==> src/sgcc_pkg.sv <==
// shared constants, payload types and control structs for the combination coefficient block
package sgcc_pkg;

    // index shape
    localparam int MAX_DIMS  = 8;
    localparam int IDX_W     = 4;
    localparam int LV_W      = IDX_W + 1;          // index plus offset bit, up to 16

    // configuration register widths
    localparam int DIMS_W    = 4;
    localparam int LEVEL_W   = 5;
    localparam int MODE_W    = 2;
    localparam int TW_W      = 8;

    // lanes and offset enumeration
    localparam int LANE_BITS = 3;
    localparam int NUM_LANES = 1 << LANE_BITS;
    localparam int Z_W       = MAX_DIMS;
    localparam int BATCH_W   = Z_W - LANE_BITS;
    localparam int LANE_LAT  = 2;

    // datapath widths
    localparam int SUMK_W    = 8;                  // sum of one-based levels, at most 8 * 17
    // sum of 2^(lv+1), at most 8 * 2^17
    localparam int POW_W     = (1 << IDX_W) + 2 + $clog2(MAX_DIMS);
    localparam int BOUND_W   = 32;                 // 2^level + 2(n-1), level up to 31
    localparam int RHS_W     = 6;                  // n + level - 1
    localparam int PROD_W    = TW_W + LV_W;        // weight times level
    localparam int CMP3_W    = PROD_W + 1;
    localparam int COEFF_W   = 10;
    localparam int BSUM_W    = LANE_BITS + 2;      // signed per-batch sum

    // configuration port
    localparam int CFG_IDX_W  = 3;
    localparam int CFG_DATA_W = 8;

    localparam logic [CFG_IDX_W-1:0] REG_DIMS     = 3'd0;
    localparam logic [CFG_IDX_W-1:0] REG_LEVEL    = 3'd1;
    localparam logic [CFG_IDX_W-1:0] REG_MODE     = 3'd2;
    localparam logic [CFG_IDX_W-1:0] REG_TRADEOFF = 3'd3;

    localparam logic [MODE_W-1:0] MODE_EXP      = 2'd0;
    localparam logic [MODE_W-1:0] MODE_SIMPLEX  = 2'd1;
    localparam logic [MODE_W-1:0] MODE_TENSOR   = 2'd2;
    localparam logic [MODE_W-1:0] MODE_WEIGHTED = 2'd3;

    typedef logic [IDX_W-1:0] idx_t;
    typedef idx_t [MAX_DIMS-1:0] idx_vec_t;

    typedef struct packed {
        idx_t level_index_0;
        idx_t level_index_1;
        idx_t level_index_2;
        idx_t level_index_3;
        idx_t level_index_4;
        idx_t level_index_5;
        idx_t level_index_6;
        idx_t level_index_7;
    } in_item_t;

    typedef struct packed {
        logic signed [COEFF_W-1:0] combination_coeff;
        logic                      base_member;
    } out_item_t;

    // per-item set rule, precomputed from the registers
    typedef struct packed {
        logic [MODE_W-1:0]  set_mode;
        logic [LEVEL_W-1:0] level;
        logic [MAX_DIMS-1:0] used;
        logic [BOUND_W-1:0] exp_bound;
        logic [RHS_W-1:0]   sum_bound;
        logic [TW_W-1:0]    weight;
        logic [PROD_W-1:0]  weight_level;
    } rule_t;

    typedef struct packed {
        logic valid;
        logic first;
        logic last;
    } issue_t;

    typedef struct packed {
        logic valid;
        logic member;
        logic odd;
    } lane_res_t;

endpackage

==> src/sgcc_merge.sv <==
// merging stage: signed sum of lane hits into the coefficient accumulator
module sgcc_merge import sgcc_pkg::*; (
    input  logic                       clk,
    input  logic                       rst_n,
    input  issue_t                     issue,
    input  lane_res_t [NUM_LANES-1:0]  lanes,
    input  logic                       take,
    output logic                       done,
    output out_item_t                  result
);

    issue_t                     tag_reg [LANE_LAT];
    issue_t                     aligned;
    logic signed [BSUM_W-1:0]   bsum;
    logic signed [COEFF_W-1:0]  acc_reg;
    logic signed [COEFF_W-1:0]  acc_next;
    logic                       member_reg;
    logic                       done_reg;
    logic [NUM_LANES-1:0]       lane_valid;

    // batch tags follow the lane pipeline
    always_ff @(posedge clk or negedge rst_n)
    begin
        if (!rst_n)
        begin
            for (int k = 0; k < LANE_LAT; k++)
            begin
                tag_reg[k] <= '0;
            end
        end
        else
        begin
            tag_reg[0] <= issue;
            for (int k = 1; k < LANE_LAT; k++)
            begin
                tag_reg[k] <= tag_reg[k-1];
            end
        end
    end

    assign aligned = tag_reg[LANE_LAT-1];

    always_comb
    begin
        bsum = '0;
        for (int j = 0; j < NUM_LANES; j++)
        begin
            lane_valid[j] = lanes[j].valid;
            if (lanes[j].valid && lanes[j].member)
            begin
                bsum = lanes[j].odd ? bsum - BSUM_W'(1) : bsum + BSUM_W'(1);
            end
        end
    end

    assign acc_next = (aligned.first ? '0 : acc_reg) + COEFF_W'(bsum);

    always_ff @(posedge clk)
    begin
        if (aligned.valid)
        begin
            acc_reg <= acc_next;
        end
        if (aligned.valid && aligned.first)
        begin
            member_reg <= lanes[0].member;
        end
    end

    always_ff @(posedge clk or negedge rst_n)
    begin
        if (!rst_n)
        begin
            done_reg <= 1'b0;
        end
        else if (take)
        begin
            done_reg <= 1'b0;
        end
        else if (aligned.valid && aligned.last)
        begin
            done_reg <= 1'b1;
        end
    end

    assign done                     = done_reg;
    assign result.combination_coeff = acc_reg;
    assign result.base_member       = member_reg;

`ifndef SYNTH
    // lane 0 holds the lowest offset, so it is live whenever any lane is
    a_lane0_live: assert property (@(posedge clk) disable iff (!rst_n)
        (|lane_valid) |-> lanes[0].valid)
        else $error("lane hit without lane 0");

    a_tag_aligned: assert property (@(posedge clk) disable iff (!rst_n)
        aligned.valid == lanes[0].valid)
        else $error("batch tag out of step with lane results");

    a_take_done: assert property (@(posedge clk) disable iff (!rst_n)
        take |-> done_reg)
        else $error("result taken before accumulation finished");
`endif

endmodule

==> config.mk <==
export PLATFORM = sky130hd
export DESIGN_NAME = sgcc_merge
export DESIGN_NICKNAME = d
export VERILOG_FILES = /design/src/sgcc_pkg.sv /design/src/sgcc_merge.sv
export SDC_FILE = /design/constraint.sdc
export NUM_CORES = 1
export LEC_CHECK = 0
export BUFFER_PORTS_ARGS = -buffer_cell sky130_fd_sc_hd__buf_4
export CORE_MARGIN = 8
export CORE_UTILIZATION = 53
export CTS_BUF_LIST = sky130_fd_sc_hd__clkbuf_4
export DETAILED_ROUTE_END_ITERATION = 12
export GPL_ROUTABILITY_DRIVEN = 0
export HOLD_SLACK_MARGIN = 0.05
export PLACE_DENSITY_LB_ADDON = 0.1
export SLEW_MARGIN = 20
export SYNTH_ARGS = -nofsm -noshare
export SYNTH_HDL_FRONTEND = slang
export SYNTH_SLANG_ARGS = --single-unit
==> constraint.sdc <==
create_clock -name clk -period 4.5 [get_ports clk]
set_input_delay 0.225 -clock clk [delete_from_list [all_inputs] [get_ports clk]]
set_output_delay 0.225 -clock clk [all_outputs]
set_load 0.05 [all_outputs]
Yosys cells after proc, flatten, opt, wreduce, memory -nomap -nowiden
Index checks and enable logic that the tools add are counted.
{"block": "totals", "regBits": 18, "inputBits": 30, "out_inout_bits": 12}
{"block": "op_classes", "addsub": 15, "n_mux": 19, "n_reduce_logical": 11}
{"op": "5-bit two-way mux", "n": 16}
{"op": "5-bit by 2-bit adder with 5-bit output, second input constant", "n": 7}
{"op": "5-bit by 2-bit subtractor with 5-bit output, second input constant", "n": 7}
{"op": "10-bit adder", "n": 1}
{"op": "1-bit logical AND", "n": 10}
{"op": "10-bit two-way mux", "n": 1}
{"op": "1-bit two-way mux", "n": 2}
{"op": "2-bit nonzero test", "n": 1}

Depth between registers and ports, before layout
{"block": "depth", "depth_word": 24, "depth_mapped": 42, "mapped_depth_nobuf": 40}

Least setup slack after synthesis
Ideal clock, no wire load.
{"block": "synth_path", "path_type": "input-to-reg", "start": "input lanes[2] (netlist bit)", "end": "register acc_reg[9] (data pin)", "setup_ns": 0.269, "arrival_time_ns": 8.009, "setup_slack_ns": -3.778, "cell_stages": 36, "cell_sequence": "and3_4 buf_6 xnor2_1 ha_1 a21boi_0 fa_1 mux2i_1 inv_1 fa_1 o21ai_0 inv_1 fa_1 nand2_1 o21ai_0 fa_1 mux2i_1 inv_1 fa_1 nand2_1 o21ai_0 fa_1 nand2b_1 a21oi_1 mux2i_1 xnor2_1 xnor3_1 xnor2_4 inv_8 ha_1 clkbuf_1 a21o_1 a31oi_1 o21ai_0 o211ai_1 o31a_1 o211ai_1"}
{"block": "synth_between", "elab_chain_len": 24, "word_cells_on_any_way": 31}
{"item": "start: declaration", "line_no": "sgcc_merge.sv:6", "text": "input lane_res_t [NUM_LANES-1:0] lanes,"}
{"item": "1-bit logical AND (*)", "line_no": "sgcc_merge.sv:49", "text": "if (lanes[j].valid && lanes[j].member)"}
{"item": "5-bit two-way mux (*)", "line_no": "sgcc_merge.sv:49"}
{"item": "5-bit by 2-bit adder with 5-bit output or 5-bit by 2-bit subtractor with 5-bit output (tied branches)", "line_no": "sgcc_merge.sv:51", "text": "bsum = lanes[j].odd ? bsum - BSUM_W'(1) : bsum + BSUM_W'(1);"}
{"item": "5-bit two-way mux", "line_no": "sgcc_merge.sv:51"}
{"item": "5-bit two-way mux (*)", "line_no": "sgcc_merge.sv:49"}
{"item": "5-bit by 2-bit adder with 5-bit output or 5-bit by 2-bit subtractor with 5-bit output (tied branches)", "line_no": "sgcc_merge.sv:51"}
{"item": "5-bit two-way mux", "line_no": "sgcc_merge.sv:51"}
{"item": "5-bit two-way mux (*)", "line_no": "sgcc_merge.sv:49"}
{"item": "(+9 left out)"}
{"item": "5-bit by 2-bit adder with 5-bit output or 5-bit by 2-bit subtractor with 5-bit output (tied branches)", "line_no": "sgcc_merge.sv:51"}
{"item": "5-bit two-way mux", "line_no": "sgcc_merge.sv:51"}
{"item": "5-bit two-way mux (*)", "line_no": "sgcc_merge.sv:49"}
{"item": "5-bit by 2-bit adder with 5-bit output or 5-bit by 2-bit subtractor with 5-bit output (tied branches)", "line_no": "sgcc_merge.sv:51"}
{"item": "5-bit two-way mux", "line_no": "sgcc_merge.sv:51"}
{"item": "5-bit two-way mux (*)", "line_no": "sgcc_merge.sv:49"}
{"item": "10-bit adder (*)", "line_no": "sgcc_merge.sv:56", "text": "assign acc_next = (aligned.first ? '0 : acc_reg) + COEFF_W'(bsum);"}
{"item": "via acc_next[9]", "line_no": "sgcc_merge.sv:16", "text": "logic signed [COEFF_W-1:0] acc_next;"}
{"item": "end signal: assignment", "line_no": "sgcc_merge.sv:62", "text": "acc_reg <= acc_next;"}
{"item": "end: declaration", "line_no": "sgcc_merge.sv:15", "text": "logic signed [COEFF_W-1:0] acc_reg;"}
The timed path passes the listed nets; every way through them passes the cells marked *.
A chain may end at the register's enable or synchronous reset.

Worst setup path in the final report
Same ends and word-level chain as after synthesis.

==> impl_metrics.toml <==
[synth]
synth_area_leaders = "ha_1 14%, edfxtp_1 14%, dfrtp_1 7.2%, fa_1 6.6%, xnor2_1 5.0%"
synth_xor_xnor_area_share_pct = 14.8
synth_compound_area_share_pct = 16.5
ys_types = 54
synth_mux_area_share_pct = 4.25
synth-seq-cells = 18
synth_edf_count = 11
yosys-top-cells-count = "27 x ha_1, 26 x nand2_1, 22 x inv_1, 21 x nor2_1, 19 x a21oi_1"
yosys.area_share.adder_pct = 20.4
syn-mean-instance-area_um2 = 8.96
synth_top_area_share_pct = 13.8
yosysMostFrequentCell = "ha_1"
synth-seq-area-share_pct = 20.7
synthCells = 273
syn_area_um2 = 2440
synth_top_family_by_area = "adder cells"
async_reset_ff_share_pct = 38.9
netlist.top_cell.by_area = "ha_1"
ys.flop_type = "edfxtp_1"
yosys_warnings = 0
syn_nets = 338
synthSimpleGateAreaFrac_pct = 18.1

[floorplan]
rows = 24
ios = 42
die_y_um = 83.9
die_x_um = 83.9
core-area_um2 = 4410
dieArea_um2 = 7040
initial_core_util_pct = 55.4

[status]
status = "complete, but fails checks"
violations = "negative setup slack"

[clock_network]
clock_latency_ns = 0.31
clkTransAtPathRegs_ns = 0.11
root_buffer = "clkbuf_4"
clock_path_buffers = 2
cts_tree = "built"
htree_levels = 1
cts_buffers = 3
clkSinkCount = 18

[power_and_ir_drop]
total_power_mw = 2.51
ir_worst_vdd_v = 0.000445
cellLeakagePower_nw = 1.87
powerDensity_nw_per_um2 = 625

[route]
wire_per_inst_um = 18.4
drt_wl_total_um = 8340
first_pass_iters = 4
drt-initial-drc-count = 141
viasPerCell = 5.85
ant_nets = 0
drcViolationCount = 0
vias = 2650

[setup_path]
arrival_ns = 7.73
slowest_delay_ns = 0.36
r2r_setup_slack_ns = 1.80
crit_fanout = 6
crit_path_top_delay_cell = "a2111oi_0"
cp_common_cell = "ha_1"
end_kind = "register"
worst-path-buf-inv = 5
cp_top_family = "adder cells"
worst_setup_path_start_kind = "input port"
criticalPathCategory = "input port to register"
crit_required_ns = 4.57

[cells_and_area]
fin_nets = 467
largest_register_ffs = 10
postLayoutCellArea_um2 = 4010
antenna_cells = 0
layout-drive-gt1-share_pct = 52.9
syn_to_final_growth_pct = 64.1
fin_cells = 453

[global_route]
antenna_found_initial = 0
grt_overflow = 0
grt_pass1_vias = 2632
grt_max_degree = 15
grt_pass1_wl_um = 11700
grt_usage_pct = 19.1

[hold_path]
min_path_type = "input port to register"

[timing]
timing.final.crit_period_ns = 7.66
final.setup.worst_slack_ns = -3.16
report.final.setup_viol = 9
max_freq_mhz = 131
drv_slew = 0
period_share_pct = 170
holdWs_ns = 0.178
tightest_slew_ns = 0.576
grt_setup_unrepaired = "yes"
hold_viol_final = 0
maxSlewHeadroom_pct = 61.6
finalClockSkew_ns = 0.00982

[placed_design]
pre_cts_ws_ns = -3.38
place_area_um2 = 3390
io_buffer_count = 41
dp_cells = 421
dp_hpwl_um = 4860

[job]
maxCapViolCount = 0
==> placed cells by master (no fill, tap or decap), types with 4 or more instances in the layout <==
cell	count
inv_2	4
nor2b_1	9
buf_4	115
inv_1	18
ha_4	12
edfxtp_1	11
fa_2	6
o211ai_1	4
dfrtp_1	7
nand2_1	21
xnor2_2	6
nand2_2	6
dlygate4sd3_1	5
and2_1	5
o21ai_1	5
nand2b_1	5
o21ai_2	4
a21oi_2	5
a21o_1	6
o21ai_4	5
nor2_1	19
xor2_1	6
a21oi_1	11
xnor2_1	11
ha_1	13
buf_6	10
==> cell families after synthesis <==
logic type	count (synthesis)
AND/OR/NAND/NOR	88
AO/OA/AOI/OAI	62
adder cells (fa/ha/maj)	35
XOR/XNOR	31
buffers and inverters	29
flip-flops	18
multiplexers	10
==> routing by layer <==
layer | vias up | routed length [um] | GRT usage (%)
met4 | 0 | 268 | 3.77
li1 | 1209 | - | -
met1 | 1307 | 3260 | 22.4
met2 | 102 | 4400 | 34.7
met3 | 32 | 408 | 3.91
met5 | - | 0 | 0
==> worst paths after layout <==
kind,from,to,cells past startpoint
min in group asynchronous,rst_n,aligned[0]$_DFF_PN0_,2
min,lanes[1],member_reg$_DFFE_PP_,2
max,lanes[2],acc_reg[9]$_DFFE_PP_,41
min reg2reg,tag_reg[3]$_DFF_PN0_,aligned[0]$_DFF_PN0_,0
max in group asynchronous,rst_n,done$_DFFE_PN0P_,2
max reg2reg,aligned[1]$_DFF_PN0_,acc_reg[5]$_DFFE_PP_,9
==> where the power goes <==
part           switching [mW]  internal [mW]  leakage [nW]  total [mW]
sequential             0.0457          0.267         0.191       0.313
clock                  0.0559         0.0325        0.0154      0.0884
combinational            1.05           1.06          1.67        2.10
==> worst register-to-register path, stage by stage, from the launching register on <==
cell,delay [ns]
dfrtp_1,0.58
nor2b_1,0.33
ha_1,0.29
a21o_1,0.15
a21oi_1,0.20
nand2b_1,0.17
buf_4,0.13
mux2_2,0.35
mux2i_2,0.16
xnor2_1,0.09
==> metrics by stage <==
stage	TNS [ns]	utilization (%)
floorplan	-21.76	-
global placement	-23.13	76.9
detailed placement	-24.99	76.9
CTS	-20.02	84.3
global route	-25.20	90.9
finish	-22.78	90.9
==> cell type report <==
type,instances,area [um2]
multi-input cells,226,2300
repair buffers,130,1030
flip-flops and latches,18,505
fillers,187,402
inverters,23,93.8
well taps,52,65.1
clock buffers,3,22.5
clock inverters,1,3.75
==> repair_timing <==
| item | 4_1_cts | 5_1_grt |
|---|---|---|
| resized for setup | 33 | 45 |
| endpoints found under the setup margin | 9 | 9 |
| endpoints found under the hold margin | 11 | 0 |
| buffers inserted | 15 | 12 |
| pin swaps | 21 | 42 |
| cloned | 0 | 0 |
| hold buffers | 5 | 0 |
Power figures use the tool's default switching activity.
