## src/sgcc_pkg.sv

```systemverilog
// shared constants, payload types and control structs for the combination coefficient block
package sgcc_pkg;

    // index shape
    localparam int MAX_DIMS  = 8;
    localparam int IDX_W     = 4;
    localparam int LV_W      = IDX_W + 1;          // index plus offset bit, up to 16

    // configuration register widths
    localparam int DIMS_W    = 4;
    localparam int LEVEL_W   = 5;
    localparam int MODE_W    = 2;
    localparam int TW_W      = 8;

    // lanes and offset enumeration
    localparam int LANE_BITS = 3;
    localparam int NUM_LANES = 1 << LANE_BITS;
    localparam int Z_W       = MAX_DIMS;
    localparam int BATCH_W   = Z_W - LANE_BITS;
    localparam int LANE_LAT  = 2;

    // datapath widths
    localparam int SUMK_W    = 8;                  // sum of one-based levels, at most 8 * 17
    // sum of 2^(lv+1), at most 8 * 2^17
    localparam int POW_W     = (1 << IDX_W) + 2 + $clog2(MAX_DIMS);
    localparam int BOUND_W   = 32;                 // 2^level + 2(n-1), level up to 31
    localparam int RHS_W     = 6;                  // n + level - 1
    localparam int PROD_W    = TW_W + LV_W;        // weight times level
    localparam int CMP3_W    = PROD_W + 1;
    localparam int COEFF_W   = 10;
    localparam int BSUM_W    = LANE_BITS + 2;      // signed per-batch sum

    // configuration port
    localparam int CFG_IDX_W  = 3;
    localparam int CFG_DATA_W = 8;

    localparam logic [CFG_IDX_W-1:0] REG_DIMS     = 3'd0;
    localparam logic [CFG_IDX_W-1:0] REG_LEVEL    = 3'd1;
    localparam logic [CFG_IDX_W-1:0] REG_MODE     = 3'd2;
    localparam logic [CFG_IDX_W-1:0] REG_TRADEOFF = 3'd3;

    localparam logic [MODE_W-1:0] MODE_EXP      = 2'd0;
    localparam logic [MODE_W-1:0] MODE_SIMPLEX  = 2'd1;
    localparam logic [MODE_W-1:0] MODE_TENSOR   = 2'd2;
    localparam logic [MODE_W-1:0] MODE_WEIGHTED = 2'd3;

    typedef logic [IDX_W-1:0] idx_t;
    typedef idx_t [MAX_DIMS-1:0] idx_vec_t;

    typedef struct packed {
        idx_t level_index_0;
        idx_t level_index_1;
        idx_t level_index_2;
        idx_t level_index_3;
        idx_t level_index_4;
        idx_t level_index_5;
        idx_t level_index_6;
        idx_t level_index_7;
    } in_item_t;

    typedef struct packed {
        logic signed [COEFF_W-1:0] combination_coeff;
        logic                      base_member;
    } out_item_t;

    // per-item set rule, precomputed from the registers
    typedef struct packed {
        logic [MODE_W-1:0]  set_mode;
        logic [LEVEL_W-1:0] level;
        logic [MAX_DIMS-1:0] used;
        logic [BOUND_W-1:0] exp_bound;
        logic [RHS_W-1:0]   sum_bound;
        logic [TW_W-1:0]    weight;
        logic [PROD_W-1:0]  weight_level;
    } rule_t;

    typedef struct packed {
        logic valid;
        logic first;
        logic last;
    } issue_t;

    typedef struct packed {
        logic valid;
        logic member;
        logic odd;
    } lane_res_t;

endpackage

```

## src/sgcc_lane.sv

```systemverilog
// one membership lane: tests a single offset vector against the set rule in two stages
module sgcc_lane import sgcc_pkg::*; (
    input  logic            clk,
    input  logic            rst_n,
    input  logic            issue_valid,
    input  logic [Z_W-1:0]  offset,
    input  idx_vec_t        base,
    input  rule_t           rule,
    output lane_res_t       res
);

    logic                a_valid_reg;
    logic                a_odd_reg;
    logic [SUMK_W-1:0]   sumk_reg;
    logic [SUMK_W-1:0]   sumk_next;
    logic [POW_W-1:0]    pow_reg;
    logic [POW_W-1:0]    pow_next;
    logic                fit_reg;
    logic                fit_next;
    logic [LV_W-1:0]     max_reg;
    logic [LV_W-1:0]     max_next;

    logic                member_next;
    logic [CMP3_W-1:0]   lhs3;
    logic [CMP3_W-1:0]   rhs3;
    logic                res_valid_reg;
    logic                res_member_reg;
    logic                res_odd_reg;

    // stage a: per-component sums, max and tensor fit
    always_comb
    begin
        logic [LV_W-1:0] lv;
        sumk_next = '0;
        pow_next  = '0;
        fit_next  = 1'b1;
        max_next  = '0;
        for (int i = 0; i < MAX_DIMS; i++)
        begin
            lv = {1'b0, base[i]} + LV_W'(offset[i]);
            if (rule.used[i])
            begin
                sumk_next = sumk_next + SUMK_W'(lv) + SUMK_W'(1);
                pow_next  = pow_next + (POW_W'(1) << (lv + LV_W'(1)));
                if (LEVEL_W'(lv) >= rule.level)
                begin
                    fit_next = 1'b0;
                end
                if (lv > max_next)
                begin
                    max_next = lv;
                end
            end
        end
    end

    always_ff @(posedge clk or negedge rst_n)
    begin
        if (!rst_n)
        begin
            a_valid_reg <= 1'b0;
        end
        else
        begin
            a_valid_reg <= issue_valid;
        end
    end

    always_ff @(posedge clk)
    begin
        a_odd_reg <= ^offset;
        sumk_reg  <= sumk_next;
        pow_reg   <= pow_next;
        fit_reg   <= fit_next;
        max_reg   <= max_next;
    end

    // stage b: apply the selected rule
    assign lhs3 = CMP3_W'(rule.weight) * CMP3_W'(max_reg) + CMP3_W'(rule.sum_bound);
    assign rhs3 = CMP3_W'(sumk_reg) + CMP3_W'(rule.weight_level);

    always_comb
    begin
        case (rule.set_mode)
            MODE_EXP:      member_next = BOUND_W'(pow_reg) <= rule.exp_bound;
            MODE_SIMPLEX:  member_next = sumk_reg <= SUMK_W'(rule.sum_bound);
            MODE_TENSOR:   member_next = fit_reg;
            MODE_WEIGHTED: member_next = lhs3 >= rhs3;
            default:       member_next = 1'b0;
        endcase
    end

    always_ff @(posedge clk or negedge rst_n)
    begin
        if (!rst_n)
        begin
            res_valid_reg <= 1'b0;
        end
        else
        begin
            res_valid_reg <= a_valid_reg;
        end
    end

    always_ff @(posedge clk)
    begin
        res_member_reg <= member_next;
        res_odd_reg    <= a_odd_reg;
    end

    assign res = {res_valid_reg, res_member_reg, res_odd_reg};

endmodule

```

## config.mk

```make
export PLATFORM = sky130hd
export DESIGN_NAME = sgcc_lane
export DESIGN_NICKNAME = d
export VERILOG_FILES = /design/src/sgcc_pkg.sv /design/src/sgcc_lane.sv
export SDC_FILE = /design/constraint.sdc
export NUM_CORES = 1
export LEC_CHECK = 0
export ABC_AREA = 0
export BUFFER_PORTS_ARGS = -buffer_cell sky130_fd_sc_hd__buf_2
export CELL_PAD_IN_SITES_DETAIL_PLACEMENT = 0
export CELL_PAD_IN_SITES_GLOBAL_PLACEMENT = 1
export CORE_UTILIZATION = 51
export DETAILED_ROUTE_END_ITERATION = 10
export PLACE_DENSITY_LB_ADDON = 0.1
export SLEW_MARGIN = 30
export SYNTH_ARGS = -nofsm -noshare
export SYNTH_HDL_FRONTEND = slang
export SYNTH_SLANG_ARGS = --single-unit
```

## constraint.sdc

```tcl
create_clock -name clk -period 7.24 [get_ports clk]
set_input_delay 1.086 -clock clk [delete_from_list [all_inputs] [get_ports clk]]
set_output_delay 1.086 -clock clk [all_outputs]
set_load 0.05 [all_outputs]
```

* Word level (Yosys, flattened, before mapping)
Cells that the tools add are included.
W data, S select, Z words.
** Cells by class
- Add/subtract/negate cells :: 40
- Multipliers :: 1
- Order comparisons :: 19
- Equality and inequality tests :: 3
- Shift operators :: 8
- Multiplexer cells :: 49
- Reduce and logical (&&, ||, !) cells :: 2
** Operators by type and width (count)
- $mux W21 :: 8
- $shl A1 B5 Y21 const A :: 8
- $add A21 B21 Y21 :: 7
- $mux W5 :: 16
- $add A8 B1 Y8 const B :: 7
- $add A8 B5 Y8 :: 7
- $mux W8 :: 7
- $add A4 B1 Y5 :: 8
- $add A5 B1 Y5 const B :: 8
- $ge A5 B5 Y1 :: 8
- $gt A5 B5 Y1 :: 7
- $le A21 B32 Y1 :: 1
- $mux W1 :: 16
- $add A13 B6 Y14 :: 1
- $add A8 B13 Y14 :: 1
- $ge A14 B14 Y1 :: 1
- $mul A8 B5 Y13 :: 1
- $le A8 B6 Y1 :: 1
- $reduce_xor A8 Y1 :: 1
- $add A5 B1 Y6 const B :: 1
- $mux W6 :: 1
- $gt A5 B1 Y1 const B :: 1
- $eq A2 B2 Y1 const B :: 2
- $pmux W1 S4 :: 1
- other kinds (2) :: 2
** Storage, ports and cells
- Flip-flop bits (word level) :: 40
- Input port bits :: 117
- Output and inout port bits :: 3
- Logic and storage cells :: 131

* Longest topological paths before layout
Gate-level depths: netlist (run 1).
- Word-level depth :: 25
- Mapped depth :: 70

* Worst setup path after synthesis (run 1)
No wires, ideal clock.
- Path type :: input-to-reg
- Start point :: input offset[0]
- End point :: register pow_reg[20]
- Setup time :: 0.121 ns
- Arrival time :: 12.917 ns
- Required time :: 7.119 ns
- Path slack :: -5.798 ns
- Stages :: 64
- Path through :: ha_1 -> xnor2_1 -> inv_1 -> ha_1 -> clkbuf_1 -> o21a_1 -> a31o_2 -> a21oi_1 -> nand2_1 -> or3_1 -> fa_1 -> nand2b_1 -> nand2b_1 -> a21oi_1 -> xor2_1 -> o21ai_0 -> ha_1 -> nor2_1 -> [... 28 more ...] -> and2b_2 -> xor2_1 -> a21oi_1 -> ha_1 -> nand2_1 -> o31ai_1 -> xor2_1 -> nand2_1 -> nand2_1 -> ha_1 -> nand2_1 -> o41ai_1 -> xnor2_1 -> nand2_1 -> xnor3_1 -> xnor2_1 -> xnor2_1 -> xnor2_1
** On the way
- Cells in the longest elaborated chain, start to end :: 18
** RTL lines
- start, declared :: RTL line sgcc_lane.sv:6 : input logic [Z_W-1:0] offset,
- $add A4 B1 Y5 * :: RTL line sgcc_lane.sv:40 : lv = {1'b0, base[i]} + LV_W'(offset[i]);
- $add A5 B1 Y5 * :: RTL line sgcc_lane.sv:44 : pow_next = pow_next + (POW_W'(1) << (lv + LV_W'(1)));
- $shl A1 B5 Y21 * :: RTL line sgcc_lane.sv:44
- $mux W21 * :: RTL line sgcc_lane.sv:41 : if (rule.used[i])
- $add A21 B21 Y21 :: RTL line sgcc_lane.sv:44
- $mux W21 * :: RTL line sgcc_lane.sv:41
- $add A21 B21 Y21 :: RTL line sgcc_lane.sv:44
- $mux W21 * :: RTL line sgcc_lane.sv:41
- [... 3 more ...]
- $mux W21 * :: RTL line sgcc_lane.sv:41
- $add A21 B21 Y21 :: RTL line sgcc_lane.sv:44
- $mux W21 * :: RTL line sgcc_lane.sv:41
- $add A21 B21 Y21 :: RTL line sgcc_lane.sv:44
- $mux W21 * :: RTL line sgcc_lane.sv:41
- $add A21 B21 Y21 :: RTL line sgcc_lane.sv:44
- $mux W21 * :: RTL line sgcc_lane.sv:41
- named net pow_next[20] :: RTL line sgcc_lane.sv:17 : logic [POW_W-1:0] pow_next;
- end signal, assigned :: RTL line sgcc_lane.sv:73 : pow_reg <= pow_next;
- end, declared :: RTL line sgcc_lane.sv:16 : logic [POW_W-1:0] pow_reg;
The timed path passes the listed nets; every way through them passes the cells marked *.

* Worst setup path after layout (run 1)
- Start point :: input offset[0]
- End point :: register pow_reg[19]
The elaborated chain is that of the path after synthesis.

==> parameters.txt, run 1 <==
Parameter                              Value

STA
  Worst path setup slack after routing ... -5420 ps
  Post-route clock period utilization ... 175%
  Worst setup skew after layout ... 3.77 ps
  Relative slew margins ... 34.1%
  Least-Margin Pin Slew ... 989 ps
  Max Transition Viols Final ... 0
  Highest Clock Rate ... 0.0790 GHz
  RSZ-0062 raised after global routing ... true
  Hold violation count in the final report ... 0
  Setup-violating endpoint count in the final report ... 32
  Post-layout minimum cycle time ... 12660 ps

Finish
  Fill cells ... 2564
  Net count of the finished layout ... 3874
  Ratio of cells with drive above 1 in the final layout ... 36.7%
  Growth of design area from synthesis to finish ... 47.9%
  Total area of multi-input combinational cells ... 17700 sq um
  Max FFs per register ... 21
  Total inserted antenna cells ... 0
  Sequential cell area in the final layout ... 811 sq um

Worst hold path
  Launch instance of the worst min-delay path ... a_odd_reg
  Worst Hold Path Cells ... 0
  Worst hold-check path type ... flop to flop
  Destination of the worst hold path ... res_odd_reg

Synthesis
  EDFF count, synth ... 0
  Top post-synthesis cells by count ... 345 x sky130_fd_sc_hd__ha_1, 257 x sky130_fd_sc_hd__nor2_1, 221 x sky130_fd_sc_hd__inv_1
  Top_reg_cell synth ... sky130_fd_sc_hd__dfxtp_1
  Flop and latch count out of synthesis ... 40
  Sequential area share after synthesis ... 4.49%
  Post-Syn Area ... 18100 sq um
  Number of library cell types mapped by synthesis ... 103
  Yosys top cell by area ... sky130_fd_sc_hd__ha_1
  Post-synth ARST share ... 5.00%
  Synth Area per Inst ... 7.21 sq um
  Count of synthesis-stage warnings from yosys ... 0
  Cell count after synthesis ... 2504
  Cell types with the largest area share after synthesis ... sky130_fd_sc_hd__ha_1 24%, sky130_fd_sc_hd__xnor2_1 6.3%, sky130_fd_sc_hd__a21oi_1 5.3%
  Leading cell type by number of instances after synthesis ... sky130_fd_sc_hd__ha_1
  Top-area cell type share of the netlist area ... 23.9%

Power
  Leakage power ... 13.8 nW
  Relative contribution of the clock network to total power ... 3.6%
  Sw Pwr ... 0.00268 W
  Internal power ... 0.00311 W
  Combinational Power Share ... 89.9%
  Power share of the sequential group ... 6.4%
  Fraction of power spent switching nets ... 46.3%
  Final Total Pwr ... 0.00579 W
  Power density cells ... 217 nW/um^2
  Peak supply drop ... 0.451 mV

Clock network
  Clock transition at the registers of the reported paths ... 50 ps
  Sink count of the clock tree ... 40
  Number of buffers on the longest clock path ... 2
  Clock buffer count from CTS ... 5
  H-Tree Level Count ... 2
  Latest clock arrival within the worst-skew pair ... 280 ps
  TritonCTS clock tree ... built
  Clock tree root buffer cell ... sky130_fd_sc_hd__clkbuf_16
  Post-CTS Hold Buffers ... 0

Placed design
  Count of port buffers added during placement ... 119
  Final weighted congestion in routability-driven placement ... 0.968
  Placed wire-length estimate ... 51600 um
  Worst setup slack after placement ... -5880 ps

Die
  Total Die Area ... 36200 sq um
  Num rows ... 68
  Starting utilization of the core area ... 52.0%
  Io pins ... 120
  Core footprint ... 34700 sq um
  Horiz. Die Dim ... 190 um
  Die height ... 190 um

Worst setup path
  Cell at the slowest stage of the critical path ... sky130_fd_sc_hd__or3_4
  Data arrival at the endpoint of the critical path ... 12790 ps
  Cell type with the highest occurrence count on the critical path ... sky130_fd_sc_hd__buf_6
  Maximum net fanout on the critical path ... 5
  Worst reg2reg path startpoint ... max_reg[4]
  Required time of the worst setup path ... 7370 ps
  Maximum single-stage delay on the critical path ... 420 ps
  Cells on worst reg2reg path ... 23
  Reg-to-reg setup timing slack ... 2010 ps
  FF-to-FF End ... res_member_reg
  Critical Path End Type ... flop
  Startpoint type of the worst setup path ... input port
  Critical Setup Path Class ... input port to flop

Route
  Remaining antenna violation count after routing ... 0
  First-pass DRT Iterations ... 5
  Vias per std cell ... 5.67
  Routed WL ... 64300 um
  Violation count after the first detailed-route iteration ... 1224
  DRC ... 0
  Total number of vias ... 21700
  Routed WL per cell ... 16.8 um

Global route
  Global routing usage summed across all routing layers ... 34.4%
  Via count of the first global-routing pass ... 21800
  Remaining global-route overflow ... 0
  Antenna violations before repair ... 0
  Wire length of the first global-routing pass ... 102000 um
  Maximum number of pins on one net before global-route repair ... 51

Status
  Run status ... finished with violations
  Violated checks ... negative setup slack

Flow run
  Max capacitance violation total ... 0
how the worst max path moves through the flow:
stage | startpoint | end | slack (ps) | depth (start not counted)
2_1_floorplan | base[0] | pow_reg[20] | -4930 | 67
3_3_place_gp | base[0] | pow_reg[20] | -5560 | 67
3_5_place_dp | base[0] | pow_reg[20] | -5880 | 67
4_1_cts | offset[0] | pow_reg[20] | -5130 | 63
5_1_grt | base[0] | pow_reg[20] | -5990 | 66
6_report | offset[0] | pow_reg[19] | -5420 | 69
kinds of logic after synthesis:
family                     count (synthesis)  synth area share, %
and+or+nand+nor                          839                 22.2
AOI/OAI and AO/OA                        680                 24.2
adders and majority gates                384                 28.2
buffers and inverters                    287                 6.20
xor gates and xnor gates                 193                 9.78
muxes                                     80                 4.83
DFF                                       40                 4.49
other                                      1               0.0208
power groups by stage:
| stage | logic (W) | clock network (W) | registers, W |
|---|---|---|---|
| after floorplan | 0.00307 | 0 | 0.000349 |
| after global placement | 0.00444 | 0 | 0.000375 |
| after detailed placement | 0.00466 | 0 | 0.000379 |
| after CTS | 0.00499 | 0.000214 | 0.000375 |
| after global routing | 0.00579 | 0.000222 | 0.000382 |
| final | 0.00521 | 0.000210 | 0.000373 |
final cells by class:
class | count | area share (%)
clock inverter | 1 | 0.0187
tap | 455 | 2.13
inverter | 227 | 3.20
multi-input combinational | 2183 | 66.1
timing repair buffer | 916 | 25.0
sequential | 40 | 3.03
clock buffer | 7 | 0.496
metrics by stage:
stage                     instance area, sq um  utilization, %  TNS (ps)  cells  hold WS [ps]
after detailed placement                 24800            71.3    -98880   3716           315
after global placement                   24800            71.3    -90330   3716           314
after floorplan                          18700               -    -62710   2510           310
after global routing                     26700            77.0    -98030   3829           345
after CTS                                26200            75.5    -79230   3812           327
final                                    26700            77.0    -83110   3829           326
metal layers:
layer | share of wire, % | global-route usage (%) | vias to the layer above
li1 | - | - | 10600
met1 | 41 | 40.4 | 10200
met2 | 49 | 63.2 | 705
met3 | 5.7 | 3.54 | 211
met4 | 4.5 | 14.2 | 0
met5 | 0 | 0 | -
cells in the final DEF, fill, tap and decap left out, types with 41 or more instances in the layout:
master / n
sky130_fd_sc_hd__buf_4: 777
sky130_fd_sc_hd__ha_1: 311
sky130_fd_sc_hd__nor2_1: 244
sky130_fd_sc_hd__inv_1: 217
sky130_fd_sc_hd__nand2_1: 203
sky130_fd_sc_hd__a21oi_1: 145
sky130_fd_sc_hd__buf_2: 117
sky130_fd_sc_hd__xnor2_1: 115
sky130_fd_sc_hd__o21ai_0: 104
sky130_fd_sc_hd__a21o_1: 69
sky130_fd_sc_hd__nor3_1: 65
sky130_fd_sc_hd__xor2_1: 54
sky130_fd_sc_hd__nor2b_1: 45
sky130_fd_sc_hd__nand2b_1: 45
sky130_fd_sc_hd__nand3_1: 44
sky130_fd_sc_hd__mux2_2: 43
sky130_fd_sc_hd__o21a_1: 42
sky130_fd_sc_hd__a21oi_2: 41
worst max-delay path, delay by kind of cell:
family	cells	cell delay [ps]
AND/OR/NAND/NOR	15	2130
adder cells (fa/ha/maj)	9	2430
XOR/XNOR	11	1960
multiplexers	2	470
AO/OA/AOI/OAI	22	3630
buffers and inverters	10	1050
timing repair:
action / CTS / global route
endpoints found under the hold margin: 0 / 0
buffers inserted: 89 / 17
endpoints found under the setup margin: 32 / 32
resized for setup: 160 / 85
pin swaps: 69 / 51
(Power assumes the default switching activity.)
==> run 2, diff against run 1 <==
--- a/config.mk
+++ b/config.mk
@@ -7,9 +7,7 @@
 export LEC_CHECK = 0
 export ABC_AREA = 0
 export BUFFER_PORTS_ARGS = -buffer_cell sky130_fd_sc_hd__buf_2
-export CELL_PAD_IN_SITES_DETAIL_PLACEMENT = 0
-export CELL_PAD_IN_SITES_GLOBAL_PLACEMENT = 1
-export CORE_UTILIZATION = 51
+export CORE_UTILIZATION = 61
 export DETAILED_ROUTE_END_ITERATION = 10
 export PLACE_DENSITY_LB_ADDON = 0.1
 export SLEW_MARGIN = 30
==> run 2 against run 1 <==
  * The flow now stops in global routing (5_1_grt)
  * Synthesized cell count stayed put
  * Synthesized area did not move
==> parameters.txt, run 2 <==
Parameter                              Value

Synthesis
  Sequential area share after synthesis ... 4.49%
  Synth Area per Inst ... 7.21 sq um
  Top_reg_cell synth ... sky130_fd_sc_hd__dfxtp_1
  Cell count after synthesis ... 2504
  Number of library cell types mapped by synthesis ... 103
  Top post-synthesis cells by count ... 345 x sky130_fd_sc_hd__ha_1, 257 x sky130_fd_sc_hd__nor2_1, 221 x sky130_fd_sc_hd__inv_1
  Top-area cell type share of the netlist area ... 23.9%
  Leading cell type by number of instances after synthesis ... sky130_fd_sc_hd__ha_1
  EDFF count, synth ... 0
  Count of synthesis-stage warnings from yosys ... 0
  Yosys top cell by area ... sky130_fd_sc_hd__ha_1
  Cell types with the largest area share after synthesis ... sky130_fd_sc_hd__ha_1 24%, sky130_fd_sc_hd__xnor2_1 6.3%, sky130_fd_sc_hd__a21oi_1 5.3%
  Post-Syn Area ... 18100 sq um
  Post-synth ARST share ... 5.00%
  Flop and latch count out of synthesis ... 40

Clock network
  Clock tree root buffer cell ... sky130_fd_sc_hd__clkbuf_16
  Number of buffers on the longest clock path ... 2
  Sink count of the clock tree ... 40
  Clock buffer count from CTS ... 5
  H-Tree Level Count ... 2

Status
  Run status ... did not finish
  Last flow stage reached ... global routing (5_1_grt)
  Log Error ... [ERROR GRT-0183] Net clknet_0_clk: the 3D maze router ran out of legal paths (heap underflow) - the net is boxed in by local congestion or blockages.

Die
  Io pins ... 120
  Horiz. Die Dim ... 174 um
  Starting utilization of the core area ... 62.4%
  Die height ... 174 um
  Num rows ... 62

Placed design
  Post-place instance area ... 24600 sq um
  Final weighted congestion in routability-driven placement ... 0.978
  Count of port buffers added during placement ... 119
  Placed wire-length estimate ... 53900 um

Global route
  Maximum number of pins on one net before global-route repair ... 51
-- run 2: cell counts after synthesis --
Identical to the previous run, type by type.
-- run 2: metrics by stage --
| stage | worst slack [ps] | cells | TNS [ps] | util (%) |
|---|---|---|---|---|
| after detailed placement | -5970 | 3633 | -101270 | 84.9 |
| after global placement | -5550 | 3633 | -88110 | 84.9 |
| after floorplan | -4930 | 2510 | -62710 | - |
| after CTS | -5210 | 3713 | -79950 | 90.5 |
-- run 2: kinds of logic after synthesis --
kind of cell             synth area share, %
AND/OR/NAND/NOR                         22.2
adder cells (fa/ha/maj)                 28.2
flip-flops                              4.49
buffers and inverters                   6.20
AO/OA/AOI/OAI                           24.2
other                                 0.0208
multiplexers                            4.83
XOR/XNOR                                9.78
-- run 2: timing repair --
action                                  4_1_cts
pin swaps                                   103
endpoints found under the setup margin       32
cloned                                        0
endpoints found under the hold margin         0
resized for setup                           223
hold buffers                                  0
buffers inserted                             73
==> run 3, diff against run 2 <==
--- a/config.mk
+++ b/config.mk
@@ -7,9 +7,9 @@
 export LEC_CHECK = 0
 export ABC_AREA = 0
 export BUFFER_PORTS_ARGS = -buffer_cell sky130_fd_sc_hd__buf_2
-export CORE_UTILIZATION = 61
+export CORE_UTILIZATION = 40
 export DETAILED_ROUTE_END_ITERATION = 10
-export PLACE_DENSITY_LB_ADDON = 0.1
+export PLACE_DENSITY_LB_ADDON = 0.15
 export SLEW_MARGIN = 30
 export SYNTH_ARGS = -nofsm -noshare
 export SYNTH_HDL_FRONTEND = slang
==> run 3 against run 2 <==
  * The flow now finishes, with violations (negative setup slack)
==> parameters.txt, run 3 (synthesis gave the netlist of run 1 again) <==
Parameter                              Value

Die
  Die height ... 215 um
  Horiz. Die Dim ... 215 um
  Total Die Area ... 46000 sq um
  Num rows ... 77
  Core footprint ... 44400 sq um
  Starting utilization of the core area ... 40.7%
  Io pins ... 120

Power
  Sw Pwr ... 0.00267 W
  Internal power ... 0.00316 W
  Leakage power ... 14.0 nW
  Final Total Pwr ... 0.00583 W
  Power density cells ... 213 nW/um^2
  Fraction of power spent switching nets ... 45.8%
  Combinational Power Share ... 89.5%
  Peak supply drop ... 0.559 mV
  Relative contribution of the clock network to total power ... 4.2%
  Power share of the sequential group ... 6.3%

Finish
  Max FFs per register ... 21
  Post-route cell area ... 27400 sq um
  Total inserted antenna cells ... 0
  Ratio of cells with drive above 1 in the final layout ... 38.8%
  Fill cells ... 4030
  Net count of the finished layout ... 3898
  Most common library cell in the layout ignoring fill and taps ... sky130_fd_sc_hd__buf_4
  Commonest cells after routing, fill and taps aside ... 807 x sky130_fd_sc_hd__buf_4, 303 x sky130_fd_sc_hd__ha_1, 243 x sky130_fd_sc_hd__nor2_1
  Growth of design area from synthesis to finish ... 51.9%

Worst setup path
  Cell at the slowest stage of the critical path ... sky130_fd_sc_hd__or3_4
  Required time of the worst setup path ... 7410 ps
  Critical Path End Type ... flop
  Maximum net fanout on the critical path ... 5
  Cell type with the highest occurrence count on the critical path ... sky130_fd_sc_hd__nand2_1
  Maximum single-stage delay on the critical path ... 410 ps
  Data arrival at the endpoint of the critical path ... 12610 ps
  Startpoint type of the worst setup path ... input port
  Critical Setup Path Class ... input port to flop

Status
  Violated checks ... negative setup slack
  Run status ... finished with violations

Clock network
  Clock buffer count from CTS ... 5
  Number of buffers on the longest clock path ... 2
  TritonCTS clock tree ... built
  Sink count of the clock tree ... 40
  Post-CTS Hold Buffers ... 0
  Clock tree root buffer cell ... sky130_fd_sc_hd__clkbuf_16
  H-Tree Level Count ... 2
  Clock transition at the registers of the reported paths ... 60 ps
  Latest clock arrival within the worst-skew pair ... 280 ps

Global route
  Antenna violations before repair ... 0
  Via count of the first global-routing pass ... 21100
  Maximum number of pins on one net before global-route repair ... 51
  Global routing usage summed across all routing layers ... 27.1%
  Wire length of the first global-routing pass ... 103000 um
  Remaining global-route overflow ... 0

STA
  RSZ-0062 raised after global routing ... true
  Setup-violating endpoint count in the final report ... 32
  Highest Clock Rate ... 0.0804 GHz
  Worst setup skew after layout ... 6.50 ps
  Least-Margin Pin Slew ... 985 ps
  Post-route clock period utilization ... 172%
  Worst path setup slack after routing ... -5200 ps
  Relative slew margins ... 34.3%
  Hold violation count in the final report ... 0
  Max Transition Viols Final ... 0
  Post-layout minimum cycle time ... 12440 ps
  Setup TNS after final layout ... -77540 ps

Route
  Total number of vias ... 20900
  Routed WL ... 63200 um
  DRC ... 0
  Routed WL per cell ... 15.8 um
  Violation count after the first detailed-route iteration ... 939
  Vias per std cell ... 5.25
  Remaining antenna violation count after routing ... 0
  First-pass DRT Iterations ... 5

Placed design
  Post-place instance area ... 25200 sq um
  Final weighted congestion in routability-driven placement ... 0.958
  Worst setup slack after placement ... -5820 ps
  Placed wire-length estimate ... 53500 um
  Count of port buffers added during placement ... 119

Flow run
  Max capacitance violation total ... 0

Worst hold path
  Worst hold-check path type ... flop to flop
## run 3: stage by stage
stage | utilization, % | cells | hold WS (ps)
after global placement | 56.7 | 3887 | 317
after detailed placement | 56.7 | 3887 | 319
after floorplan | - | 2510 | 310
after global routing | 61.8 | 3990 | 341
final | 61.8 | 3990 | 334
after CTS | 60.5 | 3969 | 332
## run 3: area by class of cell
type / count / area, sq um / area share, %
Clock buffer: 6 / 129 / 0.470
Timing Repair Buffer: 940 / 6860 / 25.0
Clock inverter: 2 / 35.0 / 0.128
Tap cell: 592 / 741 / 2.70
Inverter: 227 / 855 / 3.11
Multi-Input combinational cell: 2183 / 18000 / 65.6
Sequential cell: 40 / 811 / 2.96
## run 3: repair_timing
item / 4_1_cts / 5_1_grt
setup buffers: 74 / 25
resized for setup: 236 / 83
endpoints found under the setup margin: 32 / 32
pin swaps: 81 / 53
## run 3: power by group through the flow
| stage | clock network [W] | registers [W] | logic [W] |
|---|---|---|---|
| 2_1_floorplan | 0 | 0.000349 | 0.00307 |
| 3_3_place_gp | 0 | 0.000372 | 0.00451 |
| 3_5_place_dp | 0 | 0.000374 | 0.00468 |
| 4_1_cts | 0.000252 | 0.000369 | 0.00505 |
| 5_1_grt | 0.000258 | 0.000377 | 0.00583 |
| 6_report | 0.000248 | 0.000367 | 0.00522 |
## run 3: worst paths after layout
path	start	to	slack, ps	depth (start not counted)
worst max-delay path	base[0]	pow_reg[20]	-5200	65
min in group asynchronous	rst_n	res_valid_reg	580	1
max in group asynchronous	rst_n	a_valid_reg	6560	1
worst min-delay path	a_odd_reg	res_odd_reg	330	0
worst min register to register	a_odd_reg	res_odd_reg	330	0
worst max register to register	max_reg[4]	res_member_reg	1990	23
## run 3: worst max-delay path: cells and delay by family
family / cells / cell delay, ps
mux: 1 / 280
xor+xnor: 12 / 1920
buf+inv: 6 / 750
fa+ha+maj: 9 / 2250
compound gates: 22 / 4170
simple gates: 15 / 2170
## run 3: metal layers
layer	routed length [um]	global-route usage, %	share of wire (%)
met4	1560	6.67	2.5
met5	0	0	0
met1	29400	35.1	47
met3	1510	0.596	2.4
met2	30800	49.4	49
==> run 4, diff against run 3 <==
--- a/config.mk
+++ b/config.mk
@@ -10,6 +10,7 @@
 export CORE_UTILIZATION = 40
 export DETAILED_ROUTE_END_ITERATION = 10
 export PLACE_DENSITY_LB_ADDON = 0.15
+export RECOVER_POWER = 100
 export SLEW_MARGIN = 30
 export SYNTH_ARGS = -nofsm -noshare
 export SYNTH_HDL_FRONTEND = slang
==> run 4 against run 3 <==
  * The flow still finishes with violations (negative setup slack)
  * Routed wire length about the same
  * Cell area barely moved
  * Hold slack about the same
  * Critical path type unchanged
  * Critical endpoint unchanged
  * Largest power group unchanged
==> parameters.txt, run 4 (synthesis gave the netlist of run 1 again) <==
Parameter                              Value

Status
  Run status ... finished with violations
  Violated checks ... negative setup slack

Global route
  Via count of the first global-routing pass ... 21100
  Global routing usage summed across all routing layers ... 27.1%
  Maximum number of pins on one net before global-route repair ... 51
  Wire length of the first global-routing pass ... 103000 um
  Antenna violations before repair ... 0
  Remaining global-route overflow ... 0

Route
  First-pass DRT Iterations ... 5
  DRC ... 0
  Routed WL ... 63200 um
  Vias per std cell ... 5.25
  Met2 Wirelength ... 30800 um
  Highest signal layer in the routed design ... met4
  Met3 routed WL ... 1610 um
  Routed metal-1 wirelength ... 29300 um
  Remaining antenna violation count after routing ... 0
  Total number of vias ... 21000
  Violation count after the first detailed-route iteration ... 933
  Routed WL per cell ... 15.8 um

STA
  Hold violation count in the final report ... 0
  Post-route clock period utilization ... 172%
  Highest Clock Rate ... 0.0804 GHz
  Worst setup skew after layout ... 6.50 ps
  Least-Margin Pin Slew ... 983 ps
  Relative slew margins ... 34.4%
  Max Transition Viols Final ... 0
  Worst path setup slack after routing ... -5200 ps
  Post-layout minimum cycle time ... 12440 ps
  RSZ-0062 raised after global routing ... true
  Setup-violating endpoint count in the final report ... 32
  Setup TNS after final layout ... -77580 ps

Finish
  Net count of the finished layout ... 3898
  Filler-free cell count of the finished design ... 3990
  Max FFs per register ... 21
  Commonest cells after routing, fill and taps aside ... 806 x sky130_fd_sc_hd__buf_4, 303 x sky130_fd_sc_hd__ha_1, 243 x sky130_fd_sc_hd__nor2_1
  Total inserted antenna cells ... 0
  Ratio of cells with drive above 1 in the final layout ... 38.6%
  Growth of design area from synthesis to finish ... 51.8%
  Most common library cell in the layout ignoring fill and taps ... sky130_fd_sc_hd__buf_4

Die
  Core footprint ... 44400 sq um
  Starting utilization of the core area ... 40.7%
  Total Die Area ... 46000 sq um
  Die height ... 215 um
  Num rows ... 77
  Horiz. Die Dim ... 215 um
  Io pins ... 120

Worst setup path
  Maximum single-stage delay on the critical path ... 410 ps
  Maximum net fanout on the critical path ... 5
  Data arrival at the endpoint of the critical path ... 12610 ps
  Reg-to-reg setup timing slack ... 1990 ps
  Critical Setup Path Class ... input port to flop
  Required time of the worst setup path ... 7410 ps
  Cell type with the highest occurrence count on the critical path ... sky130_fd_sc_hd__nand2_1
  Total buffers and inverters traversed by the critical path ... 6
  Cell family with the largest share of critical-path delay ... compound AO/OA/AOI/OAI gates
  Cell at the slowest stage of the critical path ... sky130_fd_sc_hd__or3_4
  Startpoint type of the worst setup path ... input port
  Critical Path End Type ... flop

Placed design
  Count of port buffers added during placement ... 119
  Placed wire-length estimate ... 53500 um
  Number of placed cells counting well taps ... 3887
  Final weighted congestion in routability-driven placement ... 0.958

Clock network
  Clock buffer count from CTS ... 5
  TritonCTS clock tree ... built
  Clock transition at the registers of the reported paths ... 60 ps
  Latest clock arrival within the worst-skew pair ... 280 ps
  Sink count of the clock tree ... 40
  Post-CTS Hold Buffers ... 0
  Clock tree root buffer cell ... sky130_fd_sc_hd__clkbuf_16
  H-Tree Level Count ... 2
  Number of buffers on the longest clock path ... 2

Power
  Power density cells ... 213 nW/um^2
  Leakage power ... 14.0 nW
  Peak supply drop ... 0.559 mV

Flow run
  Max capacitance violation total ... 0

Worst hold path
  Worst hold-check path type ... flop to flop
run 4: area by class of cell:
type                            instances  area, sq um
Clock buffer                            6          129
Clock inverter                          2         35.0
Fill cell                            4035        17000
Inverter                              227          855
Multi-Input combinational cell       2183        18000
Sequential cell                        40          811
Tap cell                              592          741
Timing Repair Buffer                  940         6850
run 4: worst paths after layout:
| check | startpoint | endpoint | cells past startpoint |
|---|---|---|---|
| max in group asynchronous | rst_n | a_valid_reg | 1 |
| worst min register to register | a_odd_reg | res_odd_reg | 0 |
| worst max-delay path | base[0] | pow_reg[20] | 65 |
| min in group asynchronous | rst_n | res_valid_reg | 1 |
| worst min-delay path | a_odd_reg | res_odd_reg | 0 |
| worst max register to register | max_reg[4] | res_member_reg | 23 |
run 4: per-stage QoR:
stage | area, sq um | util [%] | hold WS, ps | power (W) | setup slack (ps)
global route | 27400 | 61.7 | 341 | 0.00647 | -5850
finish | 27400 | 61.7 | 334 | 0.00583 | -5200
CTS | 26900 | 60.5 | 332 | 0.00567 | -5080
detailed placement | 25200 | 56.7 | 319 | 0.00505 | -5820
global placement | 25200 | 56.7 | 317 | 0.00488 | -5570
floorplan | 18700 | - | 310 | 0.00342 | -4930
run 4: layer usage:
metal	GRT usage (%)	up-vias
met2	49.4	347
li1	-	10700
met1	35.1	9872
met5	0	-
met3	0.596	89
met4	6.67	0
run 4: repair_timing:
item                                    CTS  global route
endpoints found under the setup margin   32            32
gates resized for setup                 236            83
pin swaps                                81            53
buffers inserted                         74            25
run 4: power by group:
part | internal (W) | leakage [nW] | switching (W)
clock network | 0.000162 | 0.0808 | 0.0000855
logic | 0.00269 | 13.6 | 0.00253
registers | 0.000309 | 0.342 | 0.0000580
total | 0.00316 | 14.0 | 0.00267
